## config.mk

```make
export PLATFORM = sky130hd
export DESIGN_NAME = dlfb_ram
export DESIGN_NICKNAME = d
export VERILOG_FILES = /design/src/rtl/core/dlfb_ram.sv
export SDC_FILE = /design/constraint.sdc
export NUM_CORES = 1
export LEC_CHECK = 0
export BUFFER_PORTS_ARGS = -buffer_cell sky130_fd_sc_hd__buf_2
export CORE_ASPECT_RATIO = 0.9
export CORE_UTILIZATION = 45
export DETAILED_ROUTE_END_ITERATION = 6
export PLACE_DENSITY = 0.69
export SLEW_MARGIN = 30
export SYNTH_ARGS = -nofsm -noshare
export SYNTH_HDL_FRONTEND = slang
export SYNTH_SLANG_ARGS = --single-unit
```

## constraint.sdc

```tcl
create_clock -name clk -period 14.35 [get_ports clk]
set_input_delay 4.305 -clock clk [delete_from_list [all_inputs] [get_ports clk]]
set_output_delay 4.305 -clock clk [all_outputs]
set_load 0.005 [all_outputs]
```

## src/rtl/core/dlfb_ram.sv

```systemverilog
`timescale 1ns / 1ps
module dlfb_ram #(
  parameter int WIDTH = 32,
  parameter int DEPTH = 16
) (
  input  logic                                   clk,
  input  logic                                   we,
  input  logic [(DEPTH > 1 ? $clog2(DEPTH) : 1)-1:0] waddr,
  input  logic [WIDTH-1:0]                       wdata,
  input  logic [(DEPTH > 1 ? $clog2(DEPTH) : 1)-1:0] raddr,
  output logic [WIDTH-1:0]                       rdata
);

  logic [WIDTH-1:0] mem [DEPTH];

  always_ff @(posedge clk) begin
    if (we) begin
      mem[waddr] <= wdata;
    end
    rdata <= mem[raddr];
  end

endmodule

```

==> results.md <==
- Yosys warnings: 0
- Number of remaining DRC errors: 0
- Die height: slightly above 200 µm
- GRT Total Usage: 0.184
- Post-synthesis net count: 880
- Reg2reg start: mem[11][13]
- Hold Violations, Final: 0
- Hold_sp: mem[14][31]
- Top sig layer: met4
- Post-Syn Area: slightly below 0.02 mm²
- Die area: about 0.045 mm²
- Type of origin of the critical path: primary input
- Total wire length: 40600 µm
- Worst-Skew Late Latency: 0.56 ns
- DRT Pass-1 Iters: 5
- Dpl hpwl: approximately 19000 µm
- Final ANT Viol Nets: 0
- Worst path max stage delay: between 0.7 and 0.8 ns
- Root buffer cell: clkbuf_16
- Commonest cells after routing, fill and taps aside: edfxtp_1 (512), mux4_2 (128), buf_2 (71)
- Post-route cell area: 0.0227 mm²
- Synth Area in Adders: 0
- Clock Tree Buf Depth: 3
- Met3 routed WL: roughly 2900 µm
- Nets: between 900 and 1000
- Synth Register Bits: 544
- Port Buffers: 73
- Critical Path AT: 6.55 ns
- Power Density: 145 mW/mm²
- Reg2reg path depth: 3
- WHS Path Cells: 3
- Share of cells above drive strength 1: 0.326
- Crit-path cells: clkbuf_8 > buf_4 > mux4_2 > a22oi_1 > nand2_1
- Placed inst area: roughly 0.021 mm²
- Area delta synth->final: 14.4%
- Clock skew: 0.0168 ns
- Hold/Removal Path Class: register to register
- Global route overflow: 0
- Slew at the pin with the worst max-slew slack: roughly 0.83 ns
- Setup tns final: 0 ns
- Core outline area: around 0.043 mm²
- Ports: 74
- Clock transition at path regs: 0.06 ns
- M1 WL: 17900 µm
- R2r setup slk: 13.05 ns
- Synth Area in Compound Gates: 0.0242
- Number of DRC markers in iteration 0: 1096
- Cells after Synth: 838
- CTS H-tree lvls: 2
- Rel. slew slack: 0.445
- Slowest cell on crit path: buf_4
- Required @ worst endpoint: roughly 15 ns
- Max-cap violations: 0
- Period utilisation layout: 0.425
- Via count: 8975
- Final Setup Violations: 0
- Initial antenna violation count: 1
- Delay-heaviest family, CP: buffers and inverters
- Hold slack: 0.659 ns
- Cts bufs inserted: ~50
- Synth cell types: 18
- Worst Hold Path EP: rdata[31]
- RSZ-0062 raised after global routing: false
- # Post-CTS Setup Buffers: 0
- Vias per Instance: 5.82
- R2r endpoint: rdata[13]
- Cts repair resizes: 0
- Max Transition Viols Final: 0
- Mux cell area share after synthesis: 0.145
- Initial Utilization: 0.459
- Commonest non-fill, non-tap cell in the layout: edfxtp_1
- Max FO, Critical Path: 58
- Met2 wire len: 19200 µm
- Simple-gate share of the synthesized area: 0.0127
- Main combinational cell family by area after synthesis: multiplexers
- Hold Buf Count CTS: 0
- Gpl congestion: 0.665
- First-pass GRT wire length: 59900 µm
- WL per Instance: 26.4 µm
- Fmax: roughly 160 MHz
- Avg Inst Size Synth: 23.7 µm²
- Max IR drop VDD: 0.0849 mV
- CP Class: primary input to register
- Buf/Inv on CP: 2
- Post-synthesis sequential area ratio: 0.807
- Die X: around 220 µm
- Post-Synth XOR/XNOR Area: 0
- Status: finished clean
- LEAKAGE: 7.28 nW
- Largest net degree at the start of global routing: just under 80
- CTS tree: done
- Period minus WS final: slightly above 6 ns
- Rows: 72
- Crit end category: register
- Vias in the first global route: 9263
- Core Util, Final: 0.525
- Clock sinks: 544
## state kept, by name, indices dropped and copies added, names as in the netlist
register,cells
mem,512
rdata,32
## per-stage QoR
stage          setup WS [ns]  power, mW  cells
6_report                8.25       3.29   1541
5_1_grt                 7.91       3.39   1539
4_1_cts                 8.11       3.32   1539
3_5_place_dp            7.52       1.97   1445
3_3_place_gp            7.48       1.97   1445
2_1_floorplan           6.87       1.90    838
## report_power, final
group	switching (mW)	internal (mW)
logic	0.0859	0.0619
clock network	0.553	0.800
registers	0.0117	1.78
total	0.651	2.64
## layer usage
metal | up-vias | GRT usage
li1 | 3787 | -
met5 | - | 0
met1 | 4785 | 0.275
met3 | 68 | 0.0317
met4 | 0 | 0.0384
met2 | 335 | 0.286
## layout make-up
cell class / count / area [µm²]
antenna: 2 / 5.00
clock buffer: 70 / 1460
clock inverter: 24 / 245
fill: 3323 / 20500
multi-input combinational: 251 / 3750
sequential: 544 / 16000
tap: 555 / 694
timing repair buffer: 95 / 546
## worst reg2reg max path: cells and delay by family, from the launching register on
kind / cells / cell delay, ns
AO/OA/AOI/OAI: 1 / 0.23
flip-flops: 1 / 0.39
multiplexers: 1 / 0.49
AND/OR/NAND/NOR: 1 / 0.07
## worst max path at each step
stage	from	endpoint	slack (ns)	depth (start not counted)
detailed placement	raddr[0]	rdata[22]	7.52	5
global route	raddr[0]	rdata[22]	7.91	5
CTS	raddr[0]	rdata[22]	8.11	5
floorplan	waddr[2]	mem[0][0]	6.87	2
global placement	raddr[1]	rdata[0]	7.48	5
finish	raddr[0]	rdata[22]	8.25	5
## synth_stat cells
master | count | share of area
nand2_1 | 33 | 0.0062
nand3_1 | 1 | 0.00025
nand3b_1 | 2 | 0.00076
or3b_2 | 1 | 0.00044
buf_6 | 2 | 0.0011
buf_2 | 4 | 0.0010
buf_4 | 11 | 0.0042
edfxtp_1 | 512 | 0.77
and2_1 | 1 | 0.00032
nor3_1 | 4 | 0.0010
nand2b_1 | 2 | 0.00063
nor2b_1 | 2 | 0.00063
mux4_2 | 128 | 0.15
buf_1 | 9 | 0.0017
dfxtp_1 | 32 | 0.032
a22oi_1 | 64 | 0.024
clkbuf_1 | 17 | 0.0032
nor2_1 | 13 | 0.0025
## cell families after synthesis
family,after synthesis
AND/OR/NAND/NOR,59
flip-flops,544
AO/OA/AOI/OAI,64
buffers and inverters,43
multiplexers,128
(Power assumes the default switching activity.)
