File: src/rtl/core/dlfb_pkg.sv
`timescale 1ns / 1ps
package dlfb_pkg;

  localparam int DEF_MAX_IN    = 64;
  localparam int DEF_MAX_OUT   = 16;
  localparam int DEF_MAX_BATCH = 4;

  localparam int ACC_W  = 64;
  localparam int TERM_W = 48;
  localparam int CFG_W  = 16;
  localparam int CFG_IDX_W = 3;

  localparam logic [1:0] ACT_LOAD_WEIGHT = 2'd0;
  localparam logic [1:0] ACT_LOAD_BIAS   = 2'd1;
  localparam logic [1:0] ACT_FORWARD     = 2'd2;
  localparam logic [1:0] ACT_BACKWARD    = 2'd3;

  localparam logic [CFG_IDX_W-1:0] REG_IN_COUNT    = 3'd0;
  localparam logic [CFG_IDX_W-1:0] REG_OUT_COUNT   = 3'd1;
  localparam logic [CFG_IDX_W-1:0] REG_BATCH_COUNT = 3'd2;
  localparam logic [CFG_IDX_W-1:0] REG_BIAS_ON     = 3'd3;
  localparam logic [CFG_IDX_W-1:0] REG_STEP_SIZE   = 3'd4;

  localparam logic KIND_FORWARD  = 1'b0;
  localparam logic KIND_GRADIENT = 1'b1;

  typedef struct packed {
    logic [1:0]         action;
    logic [9:0]         index;
    logic signed [31:0] data_value;
  } in_item_t;

  typedef struct packed {
    logic signed [31:0] result_value;
    logic               result_kind;
    logic [5:0]         position;
    logic [1:0]         sample_number;
    logic               last_of_run;
  } out_item_t;

  typedef struct packed {
    logic mul_en;
    logic acc_en;
    logic acc_init;
    logic acc_sub;
  } mac_ctrl_t;

  function automatic logic signed [31:0] sat32(input logic signed [ACC_W-1:0] v);
    logic signed [ACC_W-1:0] hi;
    logic signed [ACC_W-1:0] lo;
    hi = ACC_W'(64'sh7FFF_FFFF);
    lo = -ACC_W'(64'sh8000_0000);
    if (v > hi) begin
      return 32'sh7FFF_FFFF;
    end else if (v < lo) begin
      return 32'sh8000_0000;
    end
    return 32'(v);
  endfunction

endpackage

File: src/rtl/core/dlfb_mac.sv
`timescale 1ns / 1ps
module dlfb_mac (
  input  logic                                clk,
  input  dlfb_pkg::mac_ctrl_t                 ctrl,
  input  logic signed [31:0]                  op_a,
  input  logic signed [31:0]                  op_b,
  input  logic signed [31:0]                  base,
  output logic signed [dlfb_pkg::ACC_W-1:0]   acc
);

  logic signed [63:0]                  prod;
  logic signed [dlfb_pkg::TERM_W-1:0]  term;
  logic signed [dlfb_pkg::ACC_W-1:0]   term_x;
  logic signed [dlfb_pkg::ACC_W-1:0]   start;

  assign prod   = op_a * op_b;
  assign term_x = dlfb_pkg::ACC_W'(term);
  assign start  = ctrl.acc_init ? dlfb_pkg::ACC_W'(base) : acc;

  // arithmetic shift floors the product back to Q16.16
  always_ff @(posedge clk) begin
    if (ctrl.mul_en) begin
      term <= dlfb_pkg::TERM_W'(prod >>> 16);
    end
    if (ctrl.acc_en) begin
      acc <= ctrl.acc_sub ? start - term_x : start + term_x;
    end
  end

endmodule

File: config.mk
export PLATFORM = sky130hd
export DESIGN_NAME = dlfb_mac
export DESIGN_NICKNAME = d
export VERILOG_FILES = /design/src/rtl/core/dlfb_pkg.sv /design/src/rtl/core/dlfb_mac.sv
export SDC_FILE = /design/constraint.sdc
export NUM_CORES = 2
export LEC_CHECK = 0
export ABC_AREA = 0
export BUFFER_PORTS_ARGS = -buffer_cell sky130_fd_sc_hd__buf_2
export CORE_UTILIZATION = 43
export DETAILED_ROUTE_END_ITERATION = 6
export PLACE_DENSITY_LB_ADDON = 0.1
export RECOVER_POWER = 50
export SLEW_MARGIN = 40
export SYNTH_ARGS = -nofsm -noshare
export SYNTH_HDL_FRONTEND = slang
export SYNTH_SLANG_ARGS = --single-unit
File: constraint.sdc
create_clock -name clk -period 9.4 [get_ports clk]
set_input_delay 1.88 -clock clk [delete_from_list [all_inputs] [get_ports clk]]
set_output_delay 1.88 -clock clk [all_outputs]
set_load 0.005 [all_outputs]
==> summary.txt <==
Cells and area
  – Fraction of layout instances using a drive strength above 1: 0.101
  – Layout Cell Area excl Fill: 0.0482 sq mm
  – Number of nets in the final layout: roughly 6300
  – Non-Filler Instances: between 6000 and 7000
  – Count of filler cells inserted in the layout: approximately 9900
  – Signed area change from the synthesized netlist to the final layout: 9.43%

Clock network
  – H-Tree Level Count: 3
  – Sink count of the clock tree: 112
  – TritonCTS buffer count: 9
  – Clock-pin slew on the worst setup and hold paths: ~0.080 ns
  – Worst-Skew Late Latency: ~0.38 ns
  – Clock tree from TritonCTS: done
  – Buffers inserted during post-CTS setup optimization: 0
  – Clock Tree Buf Depth: 2
  – Clock tree root buffer cell: sky130_fd_sc_hd__clkbuf_16

Place
  – Total half-perimeter wirelength after legalization and detailed placement: 105 mm
  – Port Buffers: 164
  – Area post-placement: between 0.04 and 0.05 sq mm
  – Final RePlAce weighted congestion: ~0.89
  – Instance count after placement with tap cells included: slightly above 6000

Synthesis
  – Cell area after synthesis: 0.0441 sq mm
  – Number of enable flip-flop cells after synthesis: about 110
  – Post-synthesis sequential element count: about 110
  – Net count of the mapped netlist: about 6000
  – Fraction of synthesis flops using an asynchronous set or reset pin: 0
  – Area contributors post-synth: sky130_fd_sc_hd__fa_1 49%, sky130_fd_sc_hd__inv_1 8.5%, sky130_fd_sc_hd__edfxtp_1 7.6%
  – Dominant cell by count in the synthesized netlist: sky130_fd_sc_hd__fa_1
  – Synth Warn #: 0
  – Fraction of post-synthesis cell area in the top cell type by area: 0.492
  – Proportion of synthesized chip area in sequential cells: 0.0763
  – Synth cell count leaders: 1082 x sky130_fd_sc_hd__fa_1, 1002 x sky130_fd_sc_hd__inv_1, 565 x sky130_fd_sc_hd__nand2_1
  – Library cells used by synthesis: 75
  – Post-synthesis area per instance: between 9 and 10 sq um
  – Most instantiated flip-flop cell in the synthesis netlist: sky130_fd_sc_hd__edfxtp_1
  – Library cell occupying the most area in the post-synthesis netlist: sky130_fd_sc_hd__fa_1
  – Mapped Cells: 4658

STA
  – Hold violation total from the final report: 0
  – Worst slew slack as a fraction of its limit: -1.34
  – Setup repair after global routing missed its margin: no
  – Part of the cycle the worst path needs: 0.959
  – Final-report setup violation count: 0
  – Clock skew: around 0.015 ns
  – Slew at the pin closest to its max-slew limit: 3.51 ns
  – Fin crit period: ~9 ns
  – Worst-case hold slack: 0.749 ns
  – Max-slew violations: approximately 110
  – Highest clock rate: 111 MHz

GRT
  – GR Overflow Total: 0
  – Via count of the first global-routing pass: 33641
  – Global router's overall resource usage: 0.243
  – Global-route wire length before repair: between 150 and 200 mm
  – Number of antenna violations at the first check in global routing: 2
  – Pin count of the biggest net entering global routing: 65

Drt
  – Detailed Route Iter0 Violations: around 1800
  – Avg Vias per Cell: approximately 5
  – Remaining DRCs: 0
  – Post-DRT Antenna Nets: 0
  – Number of vias after detailed routing: between 30000 and 40000
  – Overall routed net length: 120 mm
  – Number of search-and-repair iterations in the first detailed-routing pass: 5
  – Wire per inst: 19.3 microns

Critical path
  – Data arrival time of the critical path: 9.14 ns
  – Cell at the slowest stage of the critical path: sky130_fd_sc_hd__fa_1
  – Capturing element type of the critical path: flop
  – Longest individual stage delay on the worst path: between 0.6 and 0.7 ns
  – Cell mode on critical path: sky130_fd_sc_hd__fa_1
  – Required time reported for the critical path endpoint: between 9 and 10 ns
  – Setup crit start kind: primary input
  – Kind of critical path: primary input to flop
  – Biggest fanout along the worst timing path: 13

Floorplan
  – Die X-Extent: ~320 microns
  – Core ar.: ~0.10 sq mm
  – Cell Rows: roughly 120
  – Die extent in y: 322 microns
  – Top-Level Pins: 165
  – Starting Density: 0.433
  – Total Die Area: between 0.1 and 0.15 sq mm

Run
  – Number of max-cap violations: 2

Status
  – Status: complete, but fails checks
  – Violated checks: max-capacitance violations, max-slew violations

Worst hold path
  – Worst Hold Class: flop to flop
layout by cell type (no fill, tap or decap), types with 9 or more instances in the layout:
| cell | netlist | routed |
|---|---|---|
| sky130_fd_sc_hd__o211ai_1 | 14 | 14 |
| sky130_fd_sc_hd__clkbuf_1 | 228 | 15 |
| sky130_fd_sc_hd__xnor2_1 | 124 | 124 |
| sky130_fd_sc_hd__o21bai_1 | 13 | 13 |
| sky130_fd_sc_hd__nand2b_1 | 11 | 11 |
| sky130_fd_sc_hd__nor2b_1 | 18 | 18 |
| sky130_fd_sc_hd__clkbuf_16 | 0 | 9 |
| sky130_fd_sc_hd__buf_12 | 0 | 16 |
| sky130_fd_sc_hd__inv_1 | 1002 | 1002 |
| sky130_fd_sc_hd__a21oi_1 | 157 | 157 |
| sky130_fd_sc_hd__and2_1 | 514 | 514 |
| sky130_fd_sc_hd__a211oi_1 | 17 | 16 |
| sky130_fd_sc_hd__nor2_1 | 113 | 113 |
| sky130_fd_sc_hd__buf_4 | 0 | 251 |
| sky130_fd_sc_hd__o21ai_0 | 95 | 94 |
| sky130_fd_sc_hd__nand2_1 | 565 | 565 |
| sky130_fd_sc_hd__nand4_1 | 27 | 27 |
| sky130_fd_sc_hd__buf_2 | 2 | 145 |
| sky130_fd_sc_hd__a21o_1 | 50 | 50 |
| sky130_fd_sc_hd__fa_1 | 1082 | 1082 |
| sky130_fd_sc_hd__xor2_1 | 46 | 46 |
| sky130_fd_sc_hd__o21a_1 | 16 | 16 |
| sky130_fd_sc_hd__edfxtp_1 | 112 | 112 |
| sky130_fd_sc_hd__and3_1 | 10 | 10 |
| sky130_fd_sc_hd__nor3_1 | 27 | 27 |
| sky130_fd_sc_hd__mux2_2 | 30 | 30 |
| sky130_fd_sc_hd__nand3_1 | 16 | 16 |
| sky130_fd_sc_hd__ha_1 | 244 | 244 |
repair_timing:
action,4_1_cts,5_1_grt
resized for setup,0,8
setup endpoints to repair,0,7
hold buffers,0,0
routing by layer:
| metal | global-route usage | routed length, microns |
|---|---|---|
| met1 | 0.377 | 60500 |
| met2 | 0.379 | 52900 |
| met3 | 0.0174 | 5520 |
| met4 | 0.0330 | 1360 |
| met5 | 0 | 12 |
sequential cells by signal (all words and copies together), names as in the netlist:
signal  cells
acc        64
term       48
cell families (layout without fill, tap and decap cells):
kind of cell,count (synthesis),count (layout),share of synthesized area
AO/OA/AOI/OAI,433,433,0.0614
XOR/XNOR,170,170,0.0338
adder cells (fa/ha/maj),1326,1326,0.561
buffers and inverters,1242,1451,0.106
flip-flops,112,112,0.0763
multiplexers,39,39,0.0100
other,0,1,0
AND/OR/NAND/NOR,1336,1336,0.152
path summary, 6_finish.rpt:
check,start,endpoint,slack (ns),depth (start not counted)
setup / recovery,op_a[15],term[45],0.39,25
hold / removal,term[0],acc[0],0.75,2
setup reg to reg,term[11],acc[61],3.48,18
hold reg to reg,term[0],acc[0],0.75,2
stage by stage:
step           worst slack [ns]  setup TNS (ns)  utilization
2_1_floorplan             0.227               0            -
3_3_place_gp             -0.184          -0.651        0.471
3_5_place_dp             -0.164          -0.573        0.471
4_1_cts                   0.230               0        0.474
5_1_grt                  0.0356               0        0.474
6_report                  0.387               0        0.474
cell type report:
| cell class | count | area, sq um | share of cell area |
|---|---|---|---|
| antenna | 1 | 2.50 | 0.0000519 |
| clock buffer | 9 | 225 | 0.00467 |
| clock inverter | 7 | 62.6 | 0.00130 |
| inverter | 1002 | 3760 | 0.0780 |
| multi-input combinational | 3304 | 36100 | 0.748 |
| sequential | 112 | 3360 | 0.0698 |
| tap | 1368 | 1710 | 0.0355 |
| timing repair buffer | 433 | 3030 | 0.0628 |
critical path: cells and delay by family:
| kind | cells | cell delay [ns] |
|---|---|---|
| adder cells (fa/ha/maj) | 9 | 4.52 |
| buffers and inverters | 6 | 0.91 |
| AO/OA/AOI/OAI | 4 | 0.91 |
| AND/OR/NAND/NOR | 5 | 0.81 |
| XOR/XNOR | 1 | 0.09 |
Power is left out: the tool's default activity adds up to more than one toggle a clock period on the data nets, which glitch-free logic cannot reach.
